===== src/hw/rtl/sbsm_pkg.sv =====
`timescale 1ns / 1ps
// ----------------------------------------------------------------------------
// sbsm_pkg
// Types, constants and codes shared by the serial bank-switch mapper files.
// ----------------------------------------------------------------------------
package sbsm_pkg;

    localparam logic [4:0]  SHIFT_MARK     = 5'h10;
    localparam logic [4:0]  CTRL_FIX_LAST  = 5'h0C;
    localparam logic [18:0] BANK16_BYTES   = 19'd16384;
    localparam logic [17:0] PATTERN_BYTES  = 18'd4096;

    localparam logic [4:0]  PRG_LOG2_MIN   = 5'd14;
    localparam logic [4:0]  PRG_LOG2_MAX   = 5'd18;
    localparam logic [4:0]  CHR_LOG2_MIN   = 5'd13;
    localparam logic [4:0]  CHR_LOG2_MAX   = 5'd17;

    localparam logic [4:0]  PRG_LOG2_RESET = 5'd18;
    localparam logic [4:0]  CHR_LOG2_RESET = 5'd13;

    localparam int          CFG_DATA_W     = 5;

    // Configuration register indexes
    typedef enum logic [1:0] {
        CFG_PRG_SIZE_LOG2   = 2'd0,
        CFG_CHR_SIZE_LOG2   = 2'd1,
        CFG_HEADER_VERTICAL = 2'd2,
        CFG_UNUSED          = 2'd3
    } sbsm_cfg_idx_t;

    // Target of a completed serial load, from address bits 14:13
    typedef enum logic [1:0] {
        TGT_CONTROL = 2'd0,
        TGT_CHR0    = 2'd1,
        TGT_CHR1    = 2'd2,
        TGT_PRG     = 2'd3
    } sbsm_target_t;

    // PRG banking modes, control bits 3:2
    typedef enum logic [1:0] {
        PRG_32K_A     = 2'd0,
        PRG_32K_B     = 2'd1,
        PRG_FIX_FIRST = 2'd2,
        PRG_FIX_LAST  = 2'd3
    } sbsm_prg_mode_t;

    // Mirroring codes
    localparam logic [1:0] MIRROR_VERTICAL   = 2'd2;
    localparam logic [1:0] MIRROR_HORIZONTAL = 2'd3;

    typedef struct packed {
        logic [15:0] cpu_address;
        logic [7:0]  write_data;
    } sbsm_item_t;

    typedef struct packed {
        logic [17:0] prg_low_offset;
        logic [18:0] prg_high_offset;
        logic [16:0] chr_low_offset;
        logic [17:0] chr_high_offset;
        logic [1:0]  mirroring;
        logic        committed;
    } sbsm_result_t;

    typedef struct packed {
        logic [4:0] shift_value;
        logic [4:0] control_value;
        logic [4:0] chr_bank_zero;
        logic [4:0] chr_bank_one;
        logic [4:0] prg_bank_value;
    } sbsm_regs_t;

    typedef struct packed {
        logic [4:0] prg_size_log2;
        logic [4:0] chr_size_log2;
    } sbsm_cfg_t;

endpackage


===== src/hw/rtl/serial_bank_switch_mapper_unit.sv =====
`timescale 1ns / 1ps
// ----------------------------------------------------------------------------
// serial_bank_switch_mapper_unit
// Serial-load bank-switch mapper: one result item per CPU write item.
// ----------------------------------------------------------------------------
// Path: item accept loads the input register, then the register update and
//   window decode load the result register, which raises result valid.
// Throughput: 1 item per cycle; stalls only while the result is not taken.
// Reset: async active low; clears valids, shift register to its marker,
//   control to fix-last mode with vertical mirroring, sizes to 256K / 8K.
// ----------------------------------------------------------------------------
module serial_bank_switch_mapper_unit
(
    input  logic                               clk,
    input  logic                               rst_n,
    input  logic                               cfg_write,
    input  logic [1:0]                         cfg_index,
    input  logic [sbsm_pkg::CFG_DATA_W-1:0]    cfg_data,
    input  logic                               item_valid,
    output logic                               item_ready,
    input  sbsm_pkg::sbsm_item_t               item,
    output logic                               result_valid,
    input  logic                               result_ready,
    output sbsm_pkg::sbsm_result_t             result
);

    sbsm_pkg::sbsm_item_t   item_reg;
    logic                   item_valid_reg;
    logic                   item_valid_next;
    sbsm_pkg::sbsm_result_t result_reg;
    logic                   result_valid_reg;
    logic                   result_valid_next;
    logic                   advance;
    logic                   accept;

    sbsm_pkg::sbsm_regs_t   regs_next;
    sbsm_pkg::sbsm_cfg_t    cfg;
    logic                   committed_next;
    sbsm_pkg::sbsm_result_t window;

    assign advance    = item_valid_reg && (!result_valid_reg || result_ready);
    assign item_ready = !item_valid_reg || advance;
    assign accept     = item_valid && item_ready;

    sbsm_regs u_regs
    (
        .clk            (clk),
        .rst_n          (rst_n),
        .cfg_write      (cfg_write),
        .cfg_index      (cfg_index),
        .cfg_data       (cfg_data),
        .step           (advance),
        .item           (item_reg),
        .regs_next      (regs_next),
        .committed_next (committed_next),
        .cfg            (cfg)
    );

    sbsm_window u_window
    (
        .regs      (regs_next),
        .cfg       (cfg),
        .committed (committed_next),
        .result    (window)
    );

    always_comb
    begin
        item_valid_next = accept ? 1'b1 : (advance ? 1'b0 : item_valid_reg);
        result_valid_next = advance ? 1'b1 :
                            (result_ready ? 1'b0 : result_valid_reg);
    end

    always_ff @(posedge clk or negedge rst_n)
    begin
        if (!rst_n)
        begin
            item_valid_reg   <= 1'b0;
            result_valid_reg <= 1'b0;
        end
        else
        begin
            item_valid_reg   <= item_valid_next;
            result_valid_reg <= result_valid_next;
        end
    end

    // Payload registers: hold unless loaded
    always_ff @(posedge clk)
    begin
        if (accept)
        begin
            item_reg <= item;
        end
        if (advance)
        begin
            result_reg <= window;
        end
    end

    assign result_valid = result_valid_reg;
    assign result       = result_reg;

endmodule


===== src/hw/rtl/sbsm_regs.sv =====
`timescale 1ns / 1ps
// ----------------------------------------------------------------------------
// sbsm_regs
// Serial shift register, internal bank registers and size configuration.
// Produces the register set as it stands after the item being stepped.
// ----------------------------------------------------------------------------
module sbsm_regs
(
    input  logic                               clk,
    input  logic                               rst_n,
    input  logic                               cfg_write,
    input  logic [1:0]                         cfg_index,
    input  logic [sbsm_pkg::CFG_DATA_W-1:0]    cfg_data,
    input  logic                               step,
    input  sbsm_pkg::sbsm_item_t               item,
    output sbsm_pkg::sbsm_regs_t               regs_next,
    output logic                               committed_next,
    output sbsm_pkg::sbsm_cfg_t                cfg
);

    sbsm_pkg::sbsm_regs_t  regs_reg;
    sbsm_pkg::sbsm_cfg_t   cfg_reg;
    sbsm_pkg::sbsm_cfg_t   cfg_next;
    sbsm_pkg::sbsm_regs_t  regs_store_next;
    logic [4:0]            shifted;
    sbsm_pkg::sbsm_target_t target;

    assign shifted = {item.write_data[0], regs_reg.shift_value[4:1]};
    assign target  = sbsm_pkg::sbsm_target_t'(item.cpu_address[14:13]);

    // Register set after this item
    always_comb
    begin
        regs_next      = regs_reg;
        committed_next = 1'b0;
        if (item.write_data[7])
        begin
            regs_next.shift_value   = sbsm_pkg::SHIFT_MARK;
            regs_next.control_value = regs_reg.control_value | sbsm_pkg::CTRL_FIX_LAST;
        end
        else if (!regs_reg.shift_value[0])
        begin
            regs_next.shift_value = shifted;
        end
        else
        begin
            // fifth bit: commit to the addressed register
            committed_next        = 1'b1;
            regs_next.shift_value = sbsm_pkg::SHIFT_MARK;
            unique case (target)
                sbsm_pkg::TGT_CONTROL: regs_next.control_value  = shifted;
                sbsm_pkg::TGT_CHR0:    regs_next.chr_bank_zero  = shifted;
                sbsm_pkg::TGT_CHR1:    regs_next.chr_bank_one   = shifted;
                sbsm_pkg::TGT_PRG:     regs_next.prg_bank_value = shifted;
                default:               regs_next.shift_value    = sbsm_pkg::SHIFT_MARK;
            endcase
        end
    end

    always_comb
    begin
        regs_store_next = regs_reg;
        cfg_next        = cfg_reg;
        if (step)
        begin
            regs_store_next = regs_next;
        end
        if (cfg_write)
        begin
            unique case (sbsm_pkg::sbsm_cfg_idx_t'(cfg_index))
                sbsm_pkg::CFG_PRG_SIZE_LOG2: cfg_next.prg_size_log2 = cfg_data;
                sbsm_pkg::CFG_CHR_SIZE_LOG2: cfg_next.chr_size_log2 = cfg_data;
                sbsm_pkg::CFG_HEADER_VERTICAL:
                begin
                    regs_store_next.control_value[1:0] = cfg_data[0] ?
                        sbsm_pkg::MIRROR_VERTICAL : sbsm_pkg::MIRROR_HORIZONTAL;
                end
                default:
                begin
                    cfg_next = cfg_reg;
                end
            endcase
        end
    end

    always_ff @(posedge clk or negedge rst_n)
    begin
        if (!rst_n)
        begin
            regs_reg.shift_value    <= sbsm_pkg::SHIFT_MARK;
            regs_reg.control_value  <= sbsm_pkg::CTRL_FIX_LAST |
                                       {3'b000, sbsm_pkg::MIRROR_VERTICAL};
            regs_reg.chr_bank_zero  <= 5'd0;
            regs_reg.chr_bank_one   <= 5'd0;
            regs_reg.prg_bank_value <= 5'd0;
            cfg_reg.prg_size_log2   <= sbsm_pkg::PRG_LOG2_RESET;
            cfg_reg.chr_size_log2   <= sbsm_pkg::CHR_LOG2_RESET;
        end
        else
        begin
            regs_reg <= regs_store_next;
            cfg_reg  <= cfg_next;
        end
    end

    assign cfg = cfg_reg;

endmodule


===== src/hw/rtl/sbsm_window.sv =====
`timescale 1ns / 1ps
// ----------------------------------------------------------------------------
// sbsm_window
// Window offset decode: PRG and CHR byte offsets, masked by the ROM sizes,
// plus mirroring, from a register set.
// ----------------------------------------------------------------------------
module sbsm_window
(
    input  sbsm_pkg::sbsm_regs_t   regs,
    input  sbsm_pkg::sbsm_cfg_t    cfg,
    input  logic                   committed,
    output sbsm_pkg::sbsm_result_t result
);

    logic [4:0]  prg_log2;
    logic [4:0]  chr_log2;
    logic [18:0] prg_size;
    logic [18:0] prg_mask;
    logic [16:0] chr_mask;
    logic [17:0] prg_32k;
    logic [17:0] prg_16k;
    logic [16:0] chr_4k_lo;
    logic [16:0] chr_4k_hi;
    logic [16:0] chr_8k;
    logic [18:0] last_bank;
    sbsm_pkg::sbsm_prg_mode_t prg_mode;

    // Saturate sizes to the supported range
    always_comb
    begin
        priority if (cfg.prg_size_log2 < sbsm_pkg::PRG_LOG2_MIN)
            prg_log2 = sbsm_pkg::PRG_LOG2_MIN;
        else if (cfg.prg_size_log2 > sbsm_pkg::PRG_LOG2_MAX)
            prg_log2 = sbsm_pkg::PRG_LOG2_MAX;
        else
            prg_log2 = cfg.prg_size_log2;

        priority if (cfg.chr_size_log2 < sbsm_pkg::CHR_LOG2_MIN)
            chr_log2 = sbsm_pkg::CHR_LOG2_MIN;
        else if (cfg.chr_size_log2 > sbsm_pkg::CHR_LOG2_MAX)
            chr_log2 = sbsm_pkg::CHR_LOG2_MAX;
        else
            chr_log2 = cfg.chr_size_log2;
    end

    assign prg_size  = 19'd1 << prg_log2;
    assign prg_mask  = prg_size - 19'd1;
    assign chr_mask  = 17'((18'd1 << chr_log2) - 18'd1);
    assign last_bank = prg_size - sbsm_pkg::BANK16_BYTES;

    assign prg_32k   = {regs.prg_bank_value[3:1], 15'd0} & prg_mask[17:0];
    assign prg_16k   = {regs.prg_bank_value[3:0], 14'd0} & prg_mask[17:0];
    assign chr_4k_lo = {regs.chr_bank_zero, 12'd0} & chr_mask;
    assign chr_4k_hi = {regs.chr_bank_one, 12'd0} & chr_mask;
    assign chr_8k    = {regs.chr_bank_zero[4:1], 13'd0} & chr_mask;

    assign prg_mode  = sbsm_pkg::sbsm_prg_mode_t'(regs.control_value[3:2]);

    always_comb
    begin
        unique case (prg_mode)
            sbsm_pkg::PRG_FIX_FIRST:
            begin
                result.prg_low_offset  = 18'd0;
                result.prg_high_offset = {1'b0, prg_16k};
            end
            sbsm_pkg::PRG_FIX_LAST:
            begin
                result.prg_low_offset  = prg_16k;
                result.prg_high_offset = last_bank;
            end
            default:
            begin
                result.prg_low_offset  = prg_32k;
                result.prg_high_offset = {1'b0, prg_32k} + sbsm_pkg::BANK16_BYTES;
            end
        endcase

        if (regs.control_value[4])
        begin
            result.chr_low_offset  = chr_4k_lo;
            result.chr_high_offset = {1'b0, chr_4k_hi};
        end
        else
        begin
            result.chr_low_offset  = chr_8k;
            result.chr_high_offset = {1'b0, chr_8k} + sbsm_pkg::PATTERN_BYTES;
        end

        result.mirroring = regs.control_value[1:0];
        result.committed = committed;
    end

endmodule


===== config.mk =====
export PLATFORM = sky130hd
export DESIGN_NAME = serial_bank_switch_mapper_unit
export DESIGN_NICKNAME = d
export VERILOG_FILES = /design/src/hw/rtl/sbsm_pkg.sv /design/src/hw/rtl/serial_bank_switch_mapper_unit.sv /design/src/hw/rtl/sbsm_regs.sv /design/src/hw/rtl/sbsm_window.sv
export SDC_FILE = /design/constraint.sdc
export NUM_CORES = 1
export LEC_CHECK = 0
export ABC_AREA = 1
export ABC_CLOCK_PERIOD_IN_PS = 2500
export BUFFER_PORTS_ARGS = -buffer_cell sky130_fd_sc_hd__buf_2
export CORE_UTILIZATION = 55
export DETAILED_ROUTE_END_ITERATION = 8
export PLACE_DENSITY = 0.95
export SLEW_MARGIN = 0
export SYNTH_ARGS = -nofsm -noshare
export SYNTH_HDL_FRONTEND = slang
export SYNTH_SLANG_ARGS = --single-unit

===== constraint.sdc =====
create_clock -name clk -period 2.5 [get_ports clk]
set_input_delay 0.25 -clock clk [delete_from_list [all_inputs] [get_ports clk]]
set_output_delay 0.25 -clock clk [all_outputs]
set_load 0.05 [all_outputs]

==> results of run 1 <==
## worst max-delay path: stages, from the launching register on
cell                      delay, ns
sky130_fd_sc_hd__dfstp_2       0.55
sky130_fd_sc_hd__nand3_1       0.08
sky130_fd_sc_hd__o21ai_0       0.47
sky130_fd_sc_hd__ha_1          0.29
sky130_fd_sc_hd__inv_1         0.06
sky130_fd_sc_hd__o21ai_0       0.18
sky130_fd_sc_hd__nor2_1        0.07
## layout make-up
cell class / instances / area, µm²
fill: 542 / 2310
sequential: 76 / 2110
multi-input combinational: 261 / 1180
timing repair buffer: 55 / 293
inverter: 40 / 150
clock buffer: 12 / 145
tap: 77 / 96.3
clock inverter: 4 / 25.0
## final timing paths
check	startpoint	end	slack, ns	depth (start not counted)
worst min register to register	u_regs.regs_reg[17]$_DFFE_PN1P_	u_regs.regs_reg[17]$_DFFE_PN1P_	0.48	2
min in group clk	item[21]	item_reg[21]$_DFFE_PP_	0.08	1
worst min-delay path	rst_n	u_regs.regs_reg[12]$_DFFE_PN0P_	-0.02	1
worst max register to register	u_regs.cfg[6]$_DFFE_PN1P_	result[56]$_DFFE_PP_	0.53	6
worst max-delay path	u_regs.cfg[6]$_DFFE_PN1P_	result[56]$_DFFE_PP_	0.53	6
max in group asynchronous	rst_n	u_regs.regs_reg[19]$_DFFE_PN0P_	2.01	1
## logic make-up (layout without fill, tap and decap cells)
logic type,after synthesis,count (layout)
DFF,76,76
other,1,53
AOI/OAI and AO/OA,47,47
buffers and inverters,86,111
and+or+nand+nor,159,159
adders and majority gates,2,2
## power by group through the flow
stage	combinational [mW]	clock, mW	sequential (mW)
3_3_place_gp	1.06	0	1.77
5_1_grt	1.22	0.878	1.79
3_5_place_dp	1.10	0	1.78
2_1_floorplan	0.625	0	2.05
4_1_cts	1.11	0.827	1.76
6_report	1.11	0.805	1.76
## placed cells by master (no fill, tap or decap), types with 2 or more instances in the layout
master / instances
sky130_fd_sc_hd__inv_2: 3
sky130_fd_sc_hd__nand4_1: 14
sky130_fd_sc_hd__nand3b_1: 2
sky130_fd_sc_hd__inv_1: 37
sky130_fd_sc_hd__nor2_1: 21
sky130_fd_sc_hd__clkbuf_8: 10
sky130_fd_sc_hd__buf_2: 53
sky130_fd_sc_hd__a31oi_1: 6
sky130_fd_sc_hd__nand3_2: 2
sky130_fd_sc_hd__edfxtp_1: 40
sky130_fd_sc_hd__nor2_2: 3
sky130_fd_sc_hd__ha_1: 2
sky130_fd_sc_hd__nand3_1: 24
sky130_fd_sc_hd__conb_1: 53
sky130_fd_sc_hd__dfstp_2: 9
sky130_fd_sc_hd__clkbuf_1: 2
sky130_fd_sc_hd__nand2_1: 89
sky130_fd_sc_hd__o21ai_0: 31
sky130_fd_sc_hd__dfrtp_1: 27
sky130_fd_sc_hd__nor2_4: 2
sky130_fd_sc_hd__a21oi_1: 4
sky130_fd_sc_hd__o21ai_1: 4
## per-stage QoR
step / hold slack (ns) / std cells / instance area [µm²] / power (mW) / util [%]
after global routing: 0.0305 / 525 / 4010 / 3.89 / 63.4
after global placement: 0.367 / 509 / 3830 / 2.83 / 60.7
after CTS: 0.00448 / 525 / 4010 / 3.69 / 63.4
final: -0.0196 / 525 / 4010 / 3.67 / 63.4
after detailed placement: 0.389 / 509 / 3830 / 2.88 / 60.7
after floorplan: -0.0456 / 423 / 3780 / 2.68 / -
## per-layer routing
metal / global-route usage [%] / share of wire, % / wire (µm)
met3: 5.93 / 7.1 / 460
met1: 25.2 / 41 / 2650
met5: 0 / 0 / 0
met4: 11.0 / 2.4 / 157
met2: 33.6 / 49 / 3200
==> reports/qor.log, run 1 <==
qor: placed_design.gp_congestion 0.864
qor: global_route.grt_start_max_net_pins 37
qor: cts.cts-hold-fix-buffers 0
qor: cts.worstSkewPairLatency 0.35 ns
qor: global_route.globalRouteTotalUtil 20.8%
qor: routing.vias 2,638
qor: routing.initialDrtViolationCount 210
qor: logic_synthesis.async_flop_share 47.4%
qor: die.floorplan.initialDensity 56.7%
qor: placed_design.dp_worst_setup_slack 0.591 ns
qor: cts.clkTransAtPathRegs 0.07 ns
qor: global_route.grt_remaining_overflow 0
qor: logic_synthesis.netlist.area_leader.share 33.5%
qor: final_layout.antennaDiodeCount 0
qor: logic_synthesis.share_of_synthesized_cell_area_in_and_or_nand_and_nor_gates 19.8%
qor: logic_synthesis.synth_edf_count 40
qor: critical_path.cp_data_required_time 2.59 ns
qor: global_route.wire_length_of_the_first_global_routing_pass 10,300 µm
qor: critical_path.cp_data_arrival_time 2.06 ns
qor: die.dieArea 6840 µm²
qor: logic_synthesis.ys.warnings.count 0
qor: cts.tritoncts_clock_tree done
qor: logic_synthesis.post_synth_num_cell_types 26
qor: timing.worst_clock_skew 0.0110 ns
qor: timing.fin_crit 1.97 ns
qor: cts.postCtsSetupBuffers 0
qor: logic_synthesis.post-synth-top-area-cell sky130_fd_sc_hd__edfxtp_1
qor: pwr.sequentialPowerShare 47.9%
qor: final_layout.final_layout_size_suffix_gt1_share 19.9%
qor: timing.setup_viol 0
qor: critical_path.kind_of_start_point_of_the_critical_path register
qor: logic_synthesis.post_synth_mux_area_share 0%
qor: die.core_area 6310 µm²
qor: logic_synthesis.post_synth_inst_count 371
qor: logic_synthesis.post-synth-top-count-cell sky130_fd_sc_hd__nand2_1
qor: logic_synthesis.ys_dominant_reg_cell sky130_fd_sc_hd__edfxtp_1
qor: routing.ant_nets 0
qor: logic_synthesis.synth.cells.most_frequent 89 x sky130_fd_sc_hd__nand2_1, 41 x sky130_fd_sc_hd__buf_4, 40 x sky130_fd_sc_hd__edfxtp_1
qor: timing.finalMaxSlewViolations 0
qor: critical_path.crit_path_end_kind register
qor: pwr.internal_power_consumption 2.25 mW
qor: die.boundaryPins 113
qor: critical_path.crit_fanout 4
qor: timing.timing.max_slew.rel_slack 46.9%
qor: pwr.p_clk_share 21.9%
qor: timing.final.setup.worst_slack 0.530 ns
qor: placed_design.port-buffer-count 53
qor: cts.cts_num_sinks 76
qor: min_path.worst_hold_path_type primary input to async pin
qor: routing.avgRoutedWirePerCell 12.3 µm
qor: die.placement_rows 29
qor: timing.worst-slew-pin-transition 0.797 ns
qor: pwr.power_leakage 1.91 nW
qor: timing.final.setup.tns 0 ns
qor: routing.detail_route.first_pass.iterations 5
qor: cts.tritoncts.num_buffers 9
qor: logic_synthesis.yosysSeqAreaShare 59.0%
qor: routing.drt-vias-per-instance 5.02
qor: critical_path.worst_setup_path_class register to register
qor: cts.cts-root-to-sink-buffers 2
qor: pwr.p_sw_share 38.7%
qor: outcome.run_status finished, violations left
qor: final_layout.largest_register_ffs 36
qor: timing.period_utilisation_layout 78.8%
qor: pwr.power_density 917 nW/µm²
qor: cts.htree_num_levels 3
qor: logic_synthesis.synth_xor_xnor_area_share 0%
qor: global_route.initial_antenna_violation_count 0
qor: logic_synthesis.post_synth_main_area_contributors sky130_fd_sc_hd__edfxtp_1 34%, sky130_fd_sc_hd__dfrtp_1 19%, sky130_fd_sc_hd__nand2_1 9.3%
qor: logic_synthesis.avgSynthCellArea 9.65 µm²
qor: outcome.failed_checks hold timing
qor: logic_synthesis.synth_compound_area_share 6.95%
qor: timing.fin_worst_hold_slack -0.0196 ns
qor: pwr.irDropWorstVdd 442 µV
qor: logic_synthesis.synth-adder-area-share 0.699%
qor: routing.drc_errors 0
qor: logic_synthesis.synth_top_family_by_area simple AND/OR/NAND/NOR gates
qor: logic_synthesis.synth_area 3580 µm²
qor: timing.rsz0062_at_grt false
qor: pwr.power.combinational.fraction 30.2%
qor: flow_run.maxCapViolations 0
qor: cts.clk_root_buffer_cell sky130_fd_sc_hd__clkbuf_8
qor: routing.routed_wirelength 6460 µm
qor: cts.cts.repair.resized 0
qor: timing.achievable-frequency 0.508 GHz
qor: final_layout.area_delta_synth_final 11.8%
qor: final_layout.design.final.nets 481
qor: global_route.first_global_vias 2,368
qor: die.die-width 82.7 µm
qor: die.floorplan.die.height 82.7 µm
qor: logic_synthesis.synth.ff_latch_count 76
qor: pwr.netSwitchingPower 1.42 mW
qor: timing.hold_viol 27
qor: placed_design.post-dp-hpwl 4640 µm
(Power assumes the default switching activity.)
==> run 2: changes to the inputs <==
Settings changed: ABC_AREA 1 to 0, ABC_CLOCK_PERIOD_IN_PS 2500 to 1900, CORE_UTILIZATION 55 to 51, PLACE_DENSITY 0.95 to 0.91.
Clock period 2.5 ns to 1.9 ns, I/O delays scaled along.
==> run 2 against run 1 <==
  * Largest cell class unchanged
  * Cell area increased by 4.5%
  * Synthesized cell count decreased by 29%
  * Sequential share of layout area decreased by 2.2 points
  * Clock skew decreased by 0.0063 ns
  * Clock power increased by 65%
  * Critical path type unchanged
  * The run ends with DRC left
  * Via count decreased by 16%
  * Sequential cell count unchanged
  * Sequential power increased by 18%
==> reports/qor.log, run 2 <==
qor: final_layout.area.sequential 2110 µm² [about the same]
qor: min_path.hold_end item_reg[21]$_DFFE_PP_
qor: global_route.grt_use_met1 19.6% [-5.6 points]
qor: critical_path.crit_path_end_kind register
qor: timing.achievable-frequency 0.531 GHz [+4.6%]
qor: final_layout.largest_register_ffs 36 [unchanged]
qor: critical_path.worst_setup_path_class register to register
qor: critical_path.r2r-start item_reg[21]$_DFFE_PP_
qor: critical_path.crit-reg2reg-capture result[16]$_DFFE_PP_
qor: routing.drt-vias-per-instance 5.06 [+0.69%]
qor: logic_synthesis.post_synth_num_cell_types 38 [+46%]
qor: die.die-width 84.7 µm [+2.4%]
qor: critical_path.crit_fanout 9 [+5]
qor: final_layout.utilization 64.8% [+1.3 points]
qor: timing.finalMaxSlewViolations 0 [unchanged]
qor: logic_synthesis.post_synth_main_area_contributors sky130_fd_sc_hd__edfxtp_1 34%, sky130_fd_sc_hd__dfrtp_1 19%, sky130_fd_sc_hd__buf_4 8.6%
qor: min_path.timing.hold.worst_path_depth 1
qor: timing.period_utilisation_layout 99.1% [+20 points]
qor: final_layout.antennaDiodeCount 0 [unchanged]
qor: routing.detail_route.first_pass.iterations 8 [+3]
qor: logic_synthesis.ys.warnings.count 0 [unchanged]
qor: placed_design.gp_congestion 0.784 [-9.3%]
qor: final_layout.fillCellCount 473 [-13%]
qor: final_layout.multi_input_area 1300 µm² [+9.6%]
qor: global_route.initial_antenna_violation_count 0 [unchanged]
qor: logic_synthesis.yosysSeqAreaShare 60.6% [+1.6 points]
qor: critical_path.kind_of_start_point_of_the_critical_path register
qor: critical_path.r2r_worst_path_depth 6 [unchanged]
qor: cts.clk_root_buffer_cell sky130_fd_sc_hd__clkbuf_8
qor: logic_synthesis.ys_dominant_reg_cell sky130_fd_sc_hd__edfxtp_1
qor: critical_path.critPathLaunch item_reg[21]$_DFFE_PP_
qor: die.core_area 6460 µm² [+2.3%]
qor: outcome.run_status finished, violations left
qor: final_layout.mostFrequentLayoutCells 53 x sky130_fd_sc_hd__conb_1, 53 x sky130_fd_sc_hd__buf_2, 40 x sky130_fd_sc_hd__edfxtp_1, 26 x sky130_fd_sc_hd__dfrtp_1, 21 x sky130_fd_sc_hd__nand2_1
qor: logic_synthesis.synth.cells.most_frequent 40 x sky130_fd_sc_hd__buf_4, 40 x sky130_fd_sc_hd__edfxtp_1, 27 x sky130_fd_sc_hd__dfrtp_1
qor: global_route.grt_start_max_net_pins 27 [-27%]
qor: routing.drc_errors 6 [+6]
qor: final_layout.final_design_area_no_fill 4180 µm² [+4.5%]
qor: placed_design.port-buffer-count 53 [unchanged]
qor: logic_synthesis.netlist.area_leader.share 34.5% [+0.93 points]
qor: global_route.groute.layer.met3.usage 5.21% [-0.72 points]
qor: die.floorplan.die.height 84.7 µm [+2.4%]
qor: logic_synthesis.async_flop_share 47.4% [unchanged]
qor: logic_synthesis.post_synth_inst_count 264 [-29%]
qor: routing.ant_nets 0 [unchanged]
qor: critical_path.regToRegSetupSlack 0.02 ns [-0.51 ns]
qor: routing.routed_wirelength 6340 µm [-1.9%]
qor: cts.tritoncts.num_buffers 9 [unchanged]
qor: cts.htree_num_levels 3 [unchanged]
qor: routing.initialDrtViolationCount 202 [-3.8%]
qor: global_route.globalRouteTotalUtil 17.9% [-2.9 points]
qor: timing.hold_viol 0 [-100%]
qor: min_path.worst_hold_path_type primary input to register
qor: cts.clkTransAtPathRegs 0.07 ns [about the same]
qor: final_layout.area_delta_synth_final 20.1%
qor: pwr.power_density 1030 nW/µm² [+13%]
qor: critical_path.cp_data_required_time 2.06 ns [-0.53 ns]
qor: global_route.first_global_vias 2,203 [-7.0%]
qor: final_layout.final_layout_size_suffix_gt1_share 38.3% [+18 points]
qor: logic_synthesis.synth_area 3480 µm² [-2.7%]
qor: cts.tritoncts_clock_tree done
qor: die.floorplan.initialDensity 54.0% [-2.8 points]
qor: placed_design.cells_after_dpl 414 [-19%]
qor: min_path.hold_path.startpoint item[21]
qor: die.dieArea 7170 µm² [+4.8%]
qor: routing.avgRoutedWirePerCell 14.5 µm [+18%]
qor: routing.vias 2,211 [-16%]
qor: placed_design.post-dp-hpwl 4490 µm [-3.1%]
qor: logic_synthesis.avgSynthCellArea 13.2 µm² [+37%]
qor: global_route.global_route.peak_usage_layer met2
qor: timing.final.setup.tns 0 ns [unchanged]
qor: global_route.grt_remaining_overflow 0 [unchanged]
qor: timing.fin_worst_hold_slack 0.0128 ns [+0.0324 ns]
qor: final_layout.design.final.nets 393 [-18%]
qor: logic_synthesis.post-synth-top-area-cell sky130_fd_sc_hd__edfxtp_1
qor: global_route.wire_length_of_the_first_global_routing_pass 9900 µm [-3.7%]
qor: die.boundaryPins 113 [unchanged]
qor: outcome.failed_checks DRC
qor: cts.cts_num_sinks 76 [unchanged]
qor: pwr.power_leakage 1.87 nW [-1.9%]
qor: flow_run.maxCapViolations 0 [unchanged]
qor: global_route.grtUsageMet2 32.0% [-1.6 points]
qor: logic_synthesis.synth.ff_latch_count 76 [unchanged]
qor: critical_path.cp_data_arrival_time 2.04 ns [-0.02 ns]
qor: timing.worst_clock_skew 0.00461 ns [-0.00635 ns]
qor: logic_synthesis.synth_edf_count 40 [unchanged]
qor: die.placement_rows 29 [unchanged]
qor: timing.setup_viol 0 [unchanged]
qor: pwr.irDropWorstVdd 658 µV [+49%]
qor: final_layout.final_cell_count_no_fill 437 [-17%]
qor: timing.fin_crit 1.88 ns [-0.0875 ns]
qor: placed_design.postPlaceCellArea 3880 µm² [+1.2%]
qor: cts.worstSkewPairLatency 0.35 ns [about the same]
qor: cts.cts-root-to-sink-buffers 2 [unchanged]
run 2: cell families after synthesis:
logic type | share of synthesized area [%]
and+or+nand+nor | 11.3
muxes | 12.1
adders and majority gates | 0.718
xor gates and xnor gates | 0.251
buffers and inverters | 10.1
AOI/OAI and AO/OA | 4.85
DFF | 60.6
other | 0.108
run 2: critical path, stage by stage (launching register included):
cell	delay, ns
sky130_fd_sc_hd__edfxtp_1	0.45
sky130_fd_sc_hd__buf_4	0.17
sky130_fd_sc_hd__nor4b_4	0.26
sky130_fd_sc_hd__mux2i_2	0.28
sky130_fd_sc_hd__buf_6	0.17
sky130_fd_sc_hd__a211oi_1	0.06
sky130_fd_sc_hd__a211oi_1	0.29
run 2: worst max-delay path by stage:
stage / end / slack [ns] / cells after the start
final: result[16]$_DFFE_PP_ / 0.02 / 6
after global routing: result[73]$_DFFE_PP_ / -0.03 / 4
after CTS: result[73]$_DFFE_PP_ / 0.03 / 4
after detailed placement: result[53]$_DFFE_PP_ / -0.02 / 4
after global placement: result[73]$_DFFE_PP_ / 0.05 / 4
after floorplan: u_regs.regs_reg[0]$_DFFE_PN0P_ / -0.10 / 5
run 2: cell type report:
type,count,share of cell area [%]
Multi-Input combinational cell,190,31.0
Clock inverter,6,2.12
Timing Repair Buffer,76,10.7
Sequential cell,76,50.5
Inverter,2,0.269
Tap cell,77,2.30
Clock buffer,10,3.05
run 2: where the power goes:
group          switching (mW)  leakage [nW]  internal [mW]
combinational           0.666         0.936          0.255
sequential              0.127         0.835           1.95
clock                   0.588         0.102          0.739
run 2: metal layers:
layer,part of all wire [%],routed length [µm],up-vias
met2,53,3370,98
met3,5.9,372,10
met5,0,0,-
met4,1.4,87,0
li1,-,-,1031
met1,40,2510,1072
run 2: per-stage QoR:
step	total power, mW	setup WS [ns]
finish	4.32	0.0172
global route	4.49	-0.0322
CTS	4.31	0.0273
detailed placement	2.99	-0.0191
global placement	2.94	0.0530
floorplan	2.84	-0.104
run 2: what timing repair did:
action,4_1_cts,5_1_grt
endpoints found under the setup margin,1,10
setup buffers,0,5
pin swaps,1,6
hold endpoints to repair,16,0
hold buffers,3,0
resized for setup,1,5
